`src/hdl/hle_pkg.sv`:
```
// shared types and constants for the hex line input editor
// no dependencies; every other file of the block imports this package
package hle_pkg;

   localparam int MAX_DIGITS_DEF = 8;
   localparam int QUEUE_DEPTH_DEF = 2;

   localparam int BYTE_W = 8;
   localparam int CNT_W = 4;
   localparam int VALUE_W = 16;

   localparam logic [CNT_W-1:0] LIMIT_RESET = 4'd4;

   localparam logic [BYTE_W-1:0] CHAR_LF = 8'h0A;
   localparam logic [BYTE_W-1:0] CHAR_CR = 8'h0D;
   localparam logic [BYTE_W-1:0] CHAR_BS = 8'h08;
   localparam logic [BYTE_W-1:0] CHAR_DEL = 8'h7F;
   localparam logic [BYTE_W-1:0] CHAR_SPACE = 8'h20;
   localparam logic [BYTE_W-1:0] CASE_OFFSET = 8'h20;

   typedef enum logic [1:0] {
      CMD_CHAR,
      CMD_ERASE,
      CMD_NEWLINE
   } cmd_kind_type;

   typedef struct packed {
      cmd_kind_type kind;
      logic [BYTE_W-1:0] ch;
      logic [VALUE_W-1:0] value;
   } cmd_type;

endpackage

```
`src/hdl/hle_if.sv`:
```
// valid/ready channel interfaces for requests, responses and the csr write
// depends on hle_pkg
interface hle_req_if;
   import hle_pkg::*;
   logic valid;
   logic ready;
   logic [BYTE_W-1:0] rx_byte;
   modport source (output valid, output rx_byte, input ready);
   modport sink (input valid, input rx_byte, output ready);
endinterface

interface hle_rsp_if;
   import hle_pkg::*;
   logic valid;
   logic ready;
   logic [BYTE_W-1:0] echo_byte;
   logic line_done;
   logic [VALUE_W-1:0] entered_value;
   logic last;
   modport source (output valid, output echo_byte, output line_done,
                   output entered_value, output last, input ready);
   modport sink (input valid, input echo_byte, input line_done,
                 input entered_value, input last, output ready);
endinterface

interface hle_csr_if;
   import hle_pkg::*;
   logic valid;
   logic ready;
   logic [CNT_W-1:0] digit_limit;
   modport source (output valid, output digit_limit, input ready);
   modport sink (input valid, input digit_limit, output ready);
endinterface

```
`src/hdl/hle_front.sv`:
```
// front end: takes received bytes, classifies them, keeps the line state
// and queues one command per byte that echoes; depends on hle_pkg, hle_if
module hle_front #(
   parameter int MAX_DIGITS = hle_pkg::MAX_DIGITS_DEF
) (
   input  logic clock,
   input  logic reset,
   hle_req_if.sink req,
   hle_csr_if.sink csr,
   input  logic queue_full,
   output logic push,
   output hle_pkg::cmd_type push_cmd
);
   import hle_pkg::*;

   localparam int DIGIT_W = 4 * MAX_DIGITS;

   logic [CNT_W-1:0] limit_ff, limit_in;
   logic [CNT_W-1:0] held_ff, held_in;
   logic [DIGIT_W-1:0] value_ff, value_in;
   logic [CNT_W-1:0] eff_limit;
   logic [VALUE_W-1:0] value_low;
   logic [BYTE_W-1:0] c;
   logic [3:0] nib;
   logic is_hex, is_newline, is_erase, accept;

   generate
      if (DIGIT_W >= VALUE_W) begin : g_wide
         assign value_low = value_ff[VALUE_W-1:0];
      end else begin : g_narrow
         assign value_low = {{(VALUE_W-DIGIT_W){1'b0}}, value_ff};
      end
   endgenerate

   assign c = req.rx_byte;
   assign accept = req.valid && req.ready;
   assign req.ready = !queue_full;
   assign csr.ready = 1'b1;
   assign eff_limit = (limit_ff > CNT_W'(MAX_DIGITS)) ? CNT_W'(MAX_DIGITS) : limit_ff;
   assign is_newline = (c == CHAR_LF) || (c == CHAR_CR);
   assign is_erase = (c == CHAR_BS) || (c == CHAR_DEL);

   always_comb begin
      is_hex = 1'b1;
      nib = 4'd0;
      if (c >= 8'h30 && c <= 8'h39) begin
         nib = c[3:0];
      end else if ((c >= 8'h41 && c <= 8'h46) || (c >= 8'h61 && c <= 8'h66)) begin
         nib = c[3:0] + 4'd9;
      end else begin
         is_hex = 1'b0;
      end
   end

   always_comb begin
      held_in = held_ff;
      value_in = value_ff;
      limit_in = limit_ff;
      push = 1'b0;
      push_cmd.kind = CMD_CHAR;
      push_cmd.ch = (c >= 8'h61) ? c - CASE_OFFSET : c;
      push_cmd.value = value_low;
      if (csr.valid) begin
         limit_in = csr.digit_limit;
      end
      if (accept) begin
         if (is_newline) begin
            push = 1'b1;
            push_cmd.kind = CMD_NEWLINE;
            held_in = '0;
            value_in = '0;
         end else if (is_erase) begin
            if (held_ff != '0) begin
               push = 1'b1;
               push_cmd.kind = CMD_ERASE;
               held_in = held_ff - 1'b1;
               value_in = value_ff >> 4;
            end
         end else if (is_hex && held_ff < eff_limit) begin
            push = 1'b1;
            held_in = held_ff + 1'b1;
            value_in = DIGIT_W'({value_ff, nib});
         end
      end
   end

   always_ff @(posedge clock) begin
      if (reset) begin
         limit_ff <= LIMIT_RESET;
         held_ff <= '0;
         value_ff <= '0;
      end else begin
         limit_ff <= limit_in;
         held_ff <= held_in;
         value_ff <= value_in;
      end
   end

endmodule

```
`src/hdl/hle_cmd_fifo.sv`:
```
// small register queue of commands between the front and back ends
// depends on hle_pkg
module hle_cmd_fifo #(
   parameter int DEPTH = hle_pkg::QUEUE_DEPTH_DEF
) (
   input  logic clock,
   input  logic reset,
   input  logic push,
   input  hle_pkg::cmd_type push_cmd,
   input  logic pop,
   output logic full,
   output logic not_empty,
   output hle_pkg::cmd_type head_cmd
);
   import hle_pkg::*;

   localparam int PTR_W = (DEPTH > 1) ? $clog2(DEPTH) : 1;
   localparam int CNT_FW = $clog2(DEPTH + 1);

   cmd_type entry_ff [DEPTH];
   logic [PTR_W-1:0] wr_ptr_ff, wr_ptr_in, rd_ptr_ff, rd_ptr_in;
   logic [CNT_FW-1:0] count_ff, count_in;

   function automatic logic [PTR_W-1:0] next_ptr(input logic [PTR_W-1:0] p);
      next_ptr = (p == PTR_W'(DEPTH - 1)) ? '0 : p + 1'b1;
   endfunction

   assign full = (count_ff == CNT_FW'(DEPTH));
   assign not_empty = (count_ff != '0);
   assign head_cmd = entry_ff[rd_ptr_ff];

   always_comb begin
      wr_ptr_in = push ? next_ptr(wr_ptr_ff) : wr_ptr_ff;
      rd_ptr_in = pop ? next_ptr(rd_ptr_ff) : rd_ptr_ff;
      count_in = count_ff + CNT_FW'(push) - CNT_FW'(pop);
   end

   always_ff @(posedge clock) begin
      if (push) begin
         entry_ff[wr_ptr_ff] <= push_cmd;
      end
   end

   always_ff @(posedge clock) begin
      if (reset) begin
         wr_ptr_ff <= '0;
         rd_ptr_ff <= '0;
         count_ff <= '0;
      end else begin
         wr_ptr_ff <= wr_ptr_in;
         rd_ptr_ff <= rd_ptr_in;
         count_ff <= count_in;
      end
   end

endmodule

```
`src/hdl/hle_back.sv`:
```
// back end: expands each queued command into one to three echo results
// through a registered output stage; depends on hle_pkg, hle_if
module hle_back (
   input  logic clock,
   input  logic reset,
   input  logic cmd_valid,
   input  hle_pkg::cmd_type cmd,
   output logic pop,
   hle_rsp_if.source rsp
);
   import hle_pkg::*;

   logic [1:0] step_ff, step_in;
   logic rsp_valid_ff, rsp_valid_in;
   logic [BYTE_W-1:0] echo_ff, echo_c;
   logic done_ff, done_c;
   logic [VALUE_W-1:0] value_ff, value_c;
   logic last_ff, last_c;
   logic load;

   always_comb begin
      echo_c = cmd.ch;
      done_c = 1'b0;
      value_c = '0;
      last_c = 1'b1;
      case (cmd.kind)
         CMD_CHAR: begin
            echo_c = cmd.ch;
         end
         CMD_ERASE: begin
            echo_c = (step_ff == 2'd1) ? CHAR_SPACE : CHAR_BS;
            last_c = (step_ff == 2'd2);
         end
         CMD_NEWLINE: begin
            echo_c = (step_ff == 2'd0) ? CHAR_CR : CHAR_LF;
            done_c = (step_ff != 2'd0);
            value_c = (step_ff != 2'd0) ? cmd.value : '0;
            last_c = (step_ff != 2'd0);
         end
         default: begin
            echo_c = cmd.ch;
         end
      endcase
   end

   assign load = cmd_valid && (!rsp_valid_ff || rsp.ready);
   assign pop = load && last_c;
   assign step_in = pop ? 2'd0 : (load ? step_ff + 2'd1 : step_ff);
   assign rsp_valid_in = load || (rsp_valid_ff && !rsp.ready);

   assign rsp.valid = rsp_valid_ff;
   assign rsp.echo_byte = echo_ff;
   assign rsp.line_done = done_ff;
   assign rsp.entered_value = value_ff;
   assign rsp.last = last_ff;

   always_ff @(posedge clock) begin
      if (reset) begin
         step_ff <= 2'd0;
         rsp_valid_ff <= 1'b0;
      end else begin
         step_ff <= step_in;
         rsp_valid_ff <= rsp_valid_in;
      end
   end

   always_ff @(posedge clock) begin
      if (load) begin
         echo_ff <= echo_c;
         done_ff <= done_c;
         value_ff <= value_c;
         last_ff <= last_c;
      end
   end

endmodule

```
`src/hdl/hex_line_input_editor.sv`:
```
// hex line input editor: takes terminal bytes on req_bus and returns echo
// transactions on rsp_bus; a csr_bus write sets the digit limit. one byte is
// taken per cycle while the command queue has room. a hex digit, while fewer
// digits than the limit are held, gives one echo transaction, backspace or
// DEL with digits held gives three (bs, space, bs), CR or LF gives two (CR,
// LF) with the line value on the second. other bytes are taken and dropped.
// the response register issues one transaction per cycle while rsp_bus is
// ready; with one to three per item, it is the rate limit of the block.
// depends on hle_pkg, hle_if, hle_front, hle_cmd_fifo, hle_back
module hex_line_input_editor #(
   parameter int MAX_DIGITS = hle_pkg::MAX_DIGITS_DEF,
   parameter int QUEUE_DEPTH = hle_pkg::QUEUE_DEPTH_DEF
) (
   input  logic clock,
   input  logic reset,
   hle_req_if.sink req_bus,
   hle_rsp_if.source rsp_bus,
   hle_csr_if.sink csr_bus
);
   import hle_pkg::*;

   // queue handshake between front and back
   logic push, pop, queue_full, queue_not_empty;
   cmd_type push_cmd, head_cmd;

   // front: classify bytes, track held digits and value, queue commands
   hle_front #(
      .MAX_DIGITS(MAX_DIGITS)
   ) u_front (
      .clock(clock),
      .reset(reset),
      .req(req_bus),
      .csr(csr_bus),
      .queue_full(queue_full),
      .push(push),
      .push_cmd(push_cmd)
   );

   // decoupling queue so a stalled response side does not block input until it is full
   hle_cmd_fifo #(
      .DEPTH(QUEUE_DEPTH)
   ) u_queue (
      .clock(clock),
      .reset(reset),
      .push(push),
      .push_cmd(push_cmd),
      .pop(pop),
      .full(queue_full),
      .not_empty(queue_not_empty),
      .head_cmd(head_cmd)
   );

   // back: expand each command into its echo transactions
   hle_back u_back (
      .clock(clock),
      .reset(reset),
      .cmd_valid(queue_not_empty),
      .cmd(head_cmd),
      .pop(pop),
      .rsp(rsp_bus)
   );

endmodule

```
`src/flat_wrapper.sv`:
```
// flat-port wrapper written by rule: the top's interface ports become plain ports
module hex_line_input_editor_flat import hle_pkg::*;
#(
   parameter int MAX_DIGITS = hle_pkg::MAX_DIGITS_DEF,
   parameter int QUEUE_DEPTH = hle_pkg::QUEUE_DEPTH_DEF
)
  (clock, reset, req_bus_valid, req_bus_rx_byte, req_bus_ready, rsp_bus_valid, rsp_bus_echo_byte, rsp_bus_line_done, rsp_bus_entered_value, rsp_bus_last, rsp_bus_ready, csr_bus_valid, csr_bus_digit_limit, csr_bus_ready);
  hle_req_if req_bus_i ();
  hle_rsp_if rsp_bus_i ();
  hle_csr_if csr_bus_i ();
  input  logic clock;
  input  logic reset;
  input wire logic [$bits(req_bus_i.valid)-1:0] req_bus_valid;
  input wire logic [$bits(req_bus_i.rx_byte)-1:0] req_bus_rx_byte;
  output wire logic [$bits(req_bus_i.ready)-1:0] req_bus_ready;
  output wire logic [$bits(rsp_bus_i.valid)-1:0] rsp_bus_valid;
  output wire logic [$bits(rsp_bus_i.echo_byte)-1:0] rsp_bus_echo_byte;
  output wire logic [$bits(rsp_bus_i.line_done)-1:0] rsp_bus_line_done;
  output wire logic [$bits(rsp_bus_i.entered_value)-1:0] rsp_bus_entered_value;
  output wire logic [$bits(rsp_bus_i.last)-1:0] rsp_bus_last;
  input wire logic [$bits(rsp_bus_i.ready)-1:0] rsp_bus_ready;
  input wire logic [$bits(csr_bus_i.valid)-1:0] csr_bus_valid;
  input wire logic [$bits(csr_bus_i.digit_limit)-1:0] csr_bus_digit_limit;
  output wire logic [$bits(csr_bus_i.ready)-1:0] csr_bus_ready;
  assign req_bus_i.valid = req_bus_valid;
  assign req_bus_i.rx_byte = req_bus_rx_byte;
  assign req_bus_ready = req_bus_i.ready;
  assign rsp_bus_valid = rsp_bus_i.valid;
  assign rsp_bus_echo_byte = rsp_bus_i.echo_byte;
  assign rsp_bus_line_done = rsp_bus_i.line_done;
  assign rsp_bus_entered_value = rsp_bus_i.entered_value;
  assign rsp_bus_last = rsp_bus_i.last;
  assign rsp_bus_i.ready = rsp_bus_ready;
  assign csr_bus_i.valid = csr_bus_valid;
  assign csr_bus_i.digit_limit = csr_bus_digit_limit;
  assign csr_bus_ready = csr_bus_i.ready;
  hex_line_input_editor #(.MAX_DIGITS(MAX_DIGITS), .QUEUE_DEPTH(QUEUE_DEPTH)) u_core (.clock(clock), .reset(reset), .req_bus(req_bus_i), .rsp_bus(rsp_bus_i), .csr_bus(csr_bus_i));
endmodule
```
`config.mk`:
```
export PLATFORM = sky130hd
export DESIGN_NAME = hex_line_input_editor_flat
export DESIGN_NICKNAME = d
export VERILOG_FILES = /design/src/hdl/hle_pkg.sv /design/src/hdl/hle_if.sv /design/src/hdl/hle_front.sv /design/src/hdl/hle_cmd_fifo.sv /design/src/hdl/hle_back.sv /design/src/hdl/hex_line_input_editor.sv /design/src/flat_wrapper.sv
export SDC_FILE = /design/constraint.sdc
export NUM_CORES = 1
export LEC_CHECK = 0
export ABC_CLOCK_PERIOD_IN_PS = 4400
export BUFFER_PORTS_ARGS = -buffer_cell sky130_fd_sc_hd__buf_2
export CAP_MARGIN = 15
export CELL_PAD_IN_SITES_DETAIL_PLACEMENT = 0
export CELL_PAD_IN_SITES_GLOBAL_PLACEMENT = 1
export CORE_ASPECT_RATIO = 0.75
export CORE_MARGIN = 1.5
export CORE_UTILIZATION = 48
export CTS_CLUSTER_DIAMETER = 30
export DETAILED_ROUTE_END_ITERATION = 12
export GPL_ROUTABILITY_DRIVEN = 0
export HOLD_SLACK_MARGIN = 0.08
export PLACE_DENSITY = 0.81
export SYNTH_ARGS = -nofsm -noshare
export SYNTH_HDL_FRONTEND = slang
export SYNTH_SLANG_ARGS = --single-unit
```
`constraint.sdc`:
```
create_clock -name clock -period 4.4 [get_ports clock]
set_input_delay 0.88 -clock clock [delete_from_list [all_inputs] [get_ports clock]]
set_output_delay 0.88 -clock clock [all_outputs]
set_load 0.05 [all_outputs]
```
# Word-level counts from Yosys, hierarchy flattened
# Memories as Yosys holds them, arrays and structs flattened. A register that Yosys moved wholly into a read port is not among the register bits.
# Cells that the tools add are included.
# totals
elab_cells	97
ff_bits	73
input_bits	17
ramBits	52
output_inout_bits	29
memories	1
# memory_table
name	depth	width	rd	rd_ports_with_merged_regs	write_ports	line_no	source
u_core.u_queue.entry_ff	2	26	1	1	1	hle_cmd_fifo.sv:20	cmd_type entry_ff [DEPTH];
# classes
n_mux	33
reduce_logical	24
eq_ne	10
addsub	9
order_cmp	8
# ops
cell	n
$mux 32	4
$mux 4	7
$eq 8x4->1 const B	3
$ge 8x7->1 const B	2
$le 8x7->1 const B	2
$pmux 8 s2	1
$mux 1	15
$eq 8x7->1 const B	1
$ge 8x6->1 const B	1
$le 8x6->1 const B	1
$logic_and 1x1->1	8
$mux 8	1
$sub 8x6->8 const B	1
$eq 2x2->1 const B	3
$mux 6	1
$logic_or 1x1->1	5
$add 4x1->4 const B	1
$add 4x4->4 const B	1
$eq 2x1->1 const B	2
$gt 4x4->1 const B	1
$lt 4x4->1	1
$mux 2	2
$reduce_bool 2->1	2
$reduce_bool 4->1	1
other kinds (14)	17

# Longest topological paths before layout
# logic_depth
word_depth	12
depth_mapped	16
ltp_nobuf	14

# Cells and area by module
# From an unflattened synthesis, not the netlist that was laid out.
# unflattened
cells_unflattened	502
area_unflattened_um2	6012.0
# modules_own_cells
module	seq_area_each_um2	instances	cells_per_inst	area_per_inst_um2
hle_front	800.8	1	314	2587.5
hle_cmd_fifo	1661.6	1	102	2199.6
hle_back	840.8	1	86	1224.9

# Worst setup path after synthesis
# OpenSTA, ideal clock, no wires.
# synth_timing
path_type	input-to-reg
from	input port req_bus_rx_byte[3]
to	memory u_core.u_queue.entry_ff[0][0] (netlist name) (enable)
path_slack_ns	0.326
setup_ns	0.409
n_path_buf	3
arrival_time_ns	3.665
required_time_ns	3.991
path_stages	9
cell_sequence	buf_2 nor4b_2 o2111ai_1 a221o_1 a211oi_2 buf_4 buf_4 inv_1 nor2_1
# synth_between
elab_chain_cells	12
word_cells_on_any_way	25
classes_between	6 x order compare; 4 x eq/ne; 8 x mux; 7 x reduce/logical
# synth_rtl
item	line_no	source
start, declared	flat_wrapper.sv:14	input wire logic [$bits(req_bus_i.rx_byte)-1:0] req_bus_rx_byte;
$ge 8x7->1 / $le 8x7->1 (equally long branches)	hle_front.sv:48	end else if ((c >= 8'h41 && c <= 8'h46) || (c >= 8'h61 && c <= 8'h66)) begin
$logic_and 1x1->1	hle_front.sv:48	
$logic_or 1x1->1	hle_front.sv:48	
$mux 1	hle_front.sv:48	
$mux 1	hle_front.sv:46	if (c >= 8'h30 && c <= 8'h39) begin
$logic_and 1x1->1	hle_front.sv:79	end else if (is_hex && held_ff < eff_limit) begin
$mux 1	hle_front.sv:79	
$mux 1	hle_front.sv:72	end else if (is_erase) begin
$mux 1 *	hle_front.sv:67	if (is_newline) begin
$mux 1 *	hle_front.sv:66	if (accept) begin
$mux 1 *	hle_cmd_fifo.sv:39	if (push) begin
$mux 1 (not written as such) *	hle_cmd_fifo.sv:40	entry_ff[wr_ptr_ff] <= push_cmd;
end, declared	hle_cmd_fifo.sv:20	
# Mark *: on every way between the ends. The rest lies on a longest branch, timed or not.

# Worst setup path after layout
# layout_timing
from	input port req_bus_rx_byte[1]
to	memory u_core.u_queue.entry_ff[1][18] (netlist name) (enable)
# Same word-level chain as after synthesis.

==> reports/results.md <==
Status
• **result of the run** finished clean

Synth
• **Distinct cells, synth** 51
• **area of the mapped netlist** 5477 µm²
• **number of enable-type register cells in the synthesized netlist** 78
• **sequential area share after synthesis** 60.32%
• **post-synthesis sequential element count** 126
• **synthesis warning total** 0
• **Gate Count Post-Synth** 454
• **Async SR Flop Fraction** 0%
• **number of nets in the synthesized netlist** 492
• **mean post-synth cell area** 12.06 µm²
• **flip-flop cell with the highest count after synthesis** sky130_fd_sc_hd__edfxtp_1

Critical path
• **Crit-path slowest cell** sky130_fd_sc_hd__buf_4
• **Worst path max stage delay** 0.58 ns
• **register-to-register setup slack** 1.18 ns
• **buffering stage count on the worst path with inverters included** 4
• **kind of cell with the highest combined delay on the critical path** buffers and inverters
• **capture instance of the worst register-to-register path** u_core.u_queue.entry_ff[1][18]
• **crit-path max FO** 65
• **kind of end point of the critical path** register
• **arrival time of data at the critical path endpoint** 3.62 ns
• **cell type with the highest occurrence count on the critical path** sky130_fd_sc_hd__buf_4
• **sequence of cells on the critical path** buf_2 -> inv_1 -> ha_1 -> o21bai_1 -> a211o_1 -> a221o_1 -> a211oi_4 -> buf_4 -> and2_1 -> buf_4
• **WP data required** 4.46 ns
• **Crit Path Category** in2reg
• **crit start category** input port
• **depth of the worst register-to-register path** 10
• **launching point of the worst reg2reg path** u_core.u_front.limit_ff[3]

Finish
• **count of filler cells inserted in the layout** 906
• **area added between synthesis and finish** 16.13%
• **NumNets Final** 533
• **fraction of final layout cells sized beyond drive strength 1** 19.69%
• **final antenna diode count** 0
• **commonest cells after routing, fill and taps aside** 78 x sky130_fd_sc_hd__edfxtp_1, 60 x sky130_fd_sc_hd__nor2_1, 48 x sky130_fd_sc_hd__dfxtp_1
• **most common cell after layout, fill and taps aside** sky130_fd_sc_hd__edfxtp_1

Timing
• **worst hold slack after final layout** 0.4769 ns
• **Setup Total Neg Slack** 0 ns
• **unrepaired setup endpoints after global routing** false
• **final setup violation count** 0
• **Hold Fails Final Rpt** 0
• **Worst Max-Slew Pin Slew** 1.024 ns
• **crit path time final** 3.559 ns
• **final worst-path cycle share** 80.88%
• **max-slew violation count** 0
• **clock skew** 0.007961 ns
• **max_slew headroom** 31.70%
• **highest clock rate** 281.0 MHz

Power and ir drop
• **share of total power consumed by net switching** 34.06%
• **share of total power in sequential cells** 39.7%
• **power share of the combinational group** 26.4%
• **maximum resistive drop on vdd** 286.4 µV
• **cell internal power dissipation** 2525 µW
• **switching pwr** 1304 µW
• **Clock Power Share** 34.0%
• **Lkg Pwr** 0.002245 µW
• **power per unit of standard cell area** 602.1 nW/µm²

Route
• **vias per inst** 5.472
• **DRT Wirelength** 9987 µm
• **post-DR wirelength/cell** 15.41 µm
• **DR DRC count** 0
• **vias post-DR** 3546
• **initial drt markers** 243
• **Antenna Nets Post-Route** 0
• **Pre-antenna DRT Iters** 5

Global route
• **gr ovfl total** 0
• **busiest layer in global routing** met2
• **met1 Use GR** 23.99%
• **overall routing resource usage** 17.95%
• **maximum number of pins on one net before global-route repair** 66
• **number of global-route vias before repair** 3277
• **met2 Use GR** 27.23%
• **global-route wire length before repair** 16460 µm
• **global-route track usage on met3** 4.602%
• **number of antenna violations at the first check in global routing** 0

Floorplan
• **Die Outline Area** 12070 µm²
• **placement row count** 33
• **Die Height** 95.51 µm
• **Ports** 46
• **initial core utilization** 49.68%
• **area of the core region** 11020 µm²
• **width of the die** 126.3 µm

CTS
• **clock transition at the registers of the reported paths** 0.05 ns
• **TritonCTS clock tree** done
• **clock sink count** 126
• **CTS buffer count** 17
• **total of cells resized after clock tree synthesis** 0
• **total number of H-tree levels** 4
• **worst-skew pair later-pin latency** 0.41 ns
• **clock buffer depth** 2
• **number of setup buffers added after CTS** 0
• **Root Buffer Master** sky130_fd_sc_hd__clkbuf_16
• **number of buffers inserted for hold repair after clock tree synthesis** 0

Hold path
• **worst min-delay path startpoint** u_core.u_front.value_ff[31]
• **Hold Path Sink** u_core.u_front.value_ff[31]
• **type of the tightest min-delay check** reg2reg
• **Worst Hold Depth** 2

Placement
• **Post-DP HPWL** 6342 µm
• **count of buffers inserted at the top-level ports** 44

Run
• **reported max-cap violation count** 0

==> layout make-up <==
class / instances / area [µm²] / share of cell area, %
Clock buffer: 23 / 467.9 / 7.358
Clock inverter: 9 / 87.58 / 1.377
Inverter: 17 / 63.81 / 1.003
Multi-Input combinational cell: 282 / 1989 / 31.28
Sequential cell: 126 / 3303 / 51.94
Tap cell: 140 / 175.2 / 2.754
Timing Repair Buffer: 51 / 272.8 / 4.289
==> routing by layer <==
| layer | vias to the layer above | part of all wire, % |
|---|---|---|
| met3 | 6 | 3.7 |
| met2 | 71 | 45 |
| met1 | 1717 | 50 |
| met5 | - | 0 |
| li1 | 1752 | - |
| met4 | 0 | 0.82 |
==> through the flow <==
stage	setup slack (ns)	cells	area, µm²	util [%]	power (µW)
2_1_floorplan	0.3257	454	5477	-	2349
3_3_place_gp	0.5179	616	5804	52.65	2544
3_5_place_dp	0.4407	616	5804	52.65	2558
4_1_cts	0.8693	648	6360	57.69	3861
5_1_grt	0.6721	648	6360	57.69	3996
6_report	0.8415	648	6360	57.69	3830
==> worst register-to-register path, cell delays in order (launching register included) <==
cell                       delay [ns]
sky130_fd_sc_hd__dfxtp_1         0.32
sky130_fd_sc_hd__inv_1           0.11
sky130_fd_sc_hd__nand2_1         0.07
sky130_fd_sc_hd__ha_1            0.28
sky130_fd_sc_hd__a21oi_1         0.11
sky130_fd_sc_hd__o21ai_0         0.13
sky130_fd_sc_hd__a221o_1         0.43
sky130_fd_sc_hd__a211oi_4        0.26
sky130_fd_sc_hd__buf_4           0.58
sky130_fd_sc_hd__and2_1          0.22
sky130_fd_sc_hd__buf_4           0.34
==> worst max-delay path by stage <==
stage / start / endpoint / slack [ns] / cells after the start
floorplan: req_bus_rx_byte[3] / u_core.u_queue.entry_ff[0][0] / 0.33 / 9
global placement: req_bus_rx_byte[0] / u_core.u_queue.entry_ff[1][6] / 0.52 / 10
detailed placement: req_bus_rx_byte[0] / u_core.u_queue.entry_ff[1][17] / 0.44 / 10
CTS: req_bus_rx_byte[0] / u_core.u_queue.entry_ff[1][16] / 0.87 / 10
global route: req_bus_rx_byte[0] / u_core.u_queue.entry_ff[1][16] / 0.67 / 10
finish: req_bus_rx_byte[1] / u_core.u_queue.entry_ff[1][18] / 0.84 / 10
==> registers in the layout, summed over array words and instances (netlist names), named ones only <==
name	count
u_core.u_queue.entry_ff	52
u_core.u_front.value_ff	32
u_core.u_back.rsp.entered_value	16
u_core.u_back.rsp.echo_byte	8
u_core.u_front.held_ff	4
u_core.u_front.limit_ff	4
u_core.u_back.step_ff	2
u_core.u_queue.count_ff	2
u_core.u_back.rsp.last	1
u_core.u_back.rsp.line_done	1
u_core.u_back.rsp.valid	1
u_core.u_queue.rd_ptr_ff	1
u_core.u_queue.wr_ptr_ff	1
==> Yosys cell counts (all sizes together) (4+ instances only) <==
cell     n  area (µm²)
a211oi  30       280.3
a21oi   18       90.09
a221oi   4       41.29
a22oi   26       195.2
and2     4       25.02
buf     11       68.81
clkbuf  18       68.81
dfxtp   48       960.9
edfxtp  78        2342
ha      20       250.2
inv     17       63.81
mux2i   27       270.3
nand2   19       71.32
nand2b   4       25.02
nand3   10       50.05
nor2    61       229.0
nor2b    6       37.54
o21ai   12       60.06
xnor2    4       35.03
==> cell families (layout without fill, tap and decap cells) <==
| family | Yosys count | in the layout | synth area share, % |
|---|---|---|---|
| simple gates | 121 | 121 | 10.37 |
| mux | 30 | 30 | 5.552 |
| flops | 126 | 126 | 60.32 |
| other cells | 1 | 1 | 0.06847 |
| fa+ha+maj | 21 | 21 | 4.935 |
| buf+inv | 46 | 100 | 3.678 |
| compound gates | 103 | 103 | 14.12 |
| xor+xnor | 6 | 6 | 0.9596 |
==> power by group through the flow <==
stage | Combinational [µW] | Clock [µW] | Sequential, µW
after floorplan | 377 | 0 | 1970
after global placement | 1000 | 0 | 1540
after detailed placement | 1010 | 0 | 1550
after CTS | 1020 | 1320 | 1520
after global routing | 1080 | 1380 | 1540
final | 1010 | 1300 | 1520
No activity file was read; power rests on OpenSTA's default activity.
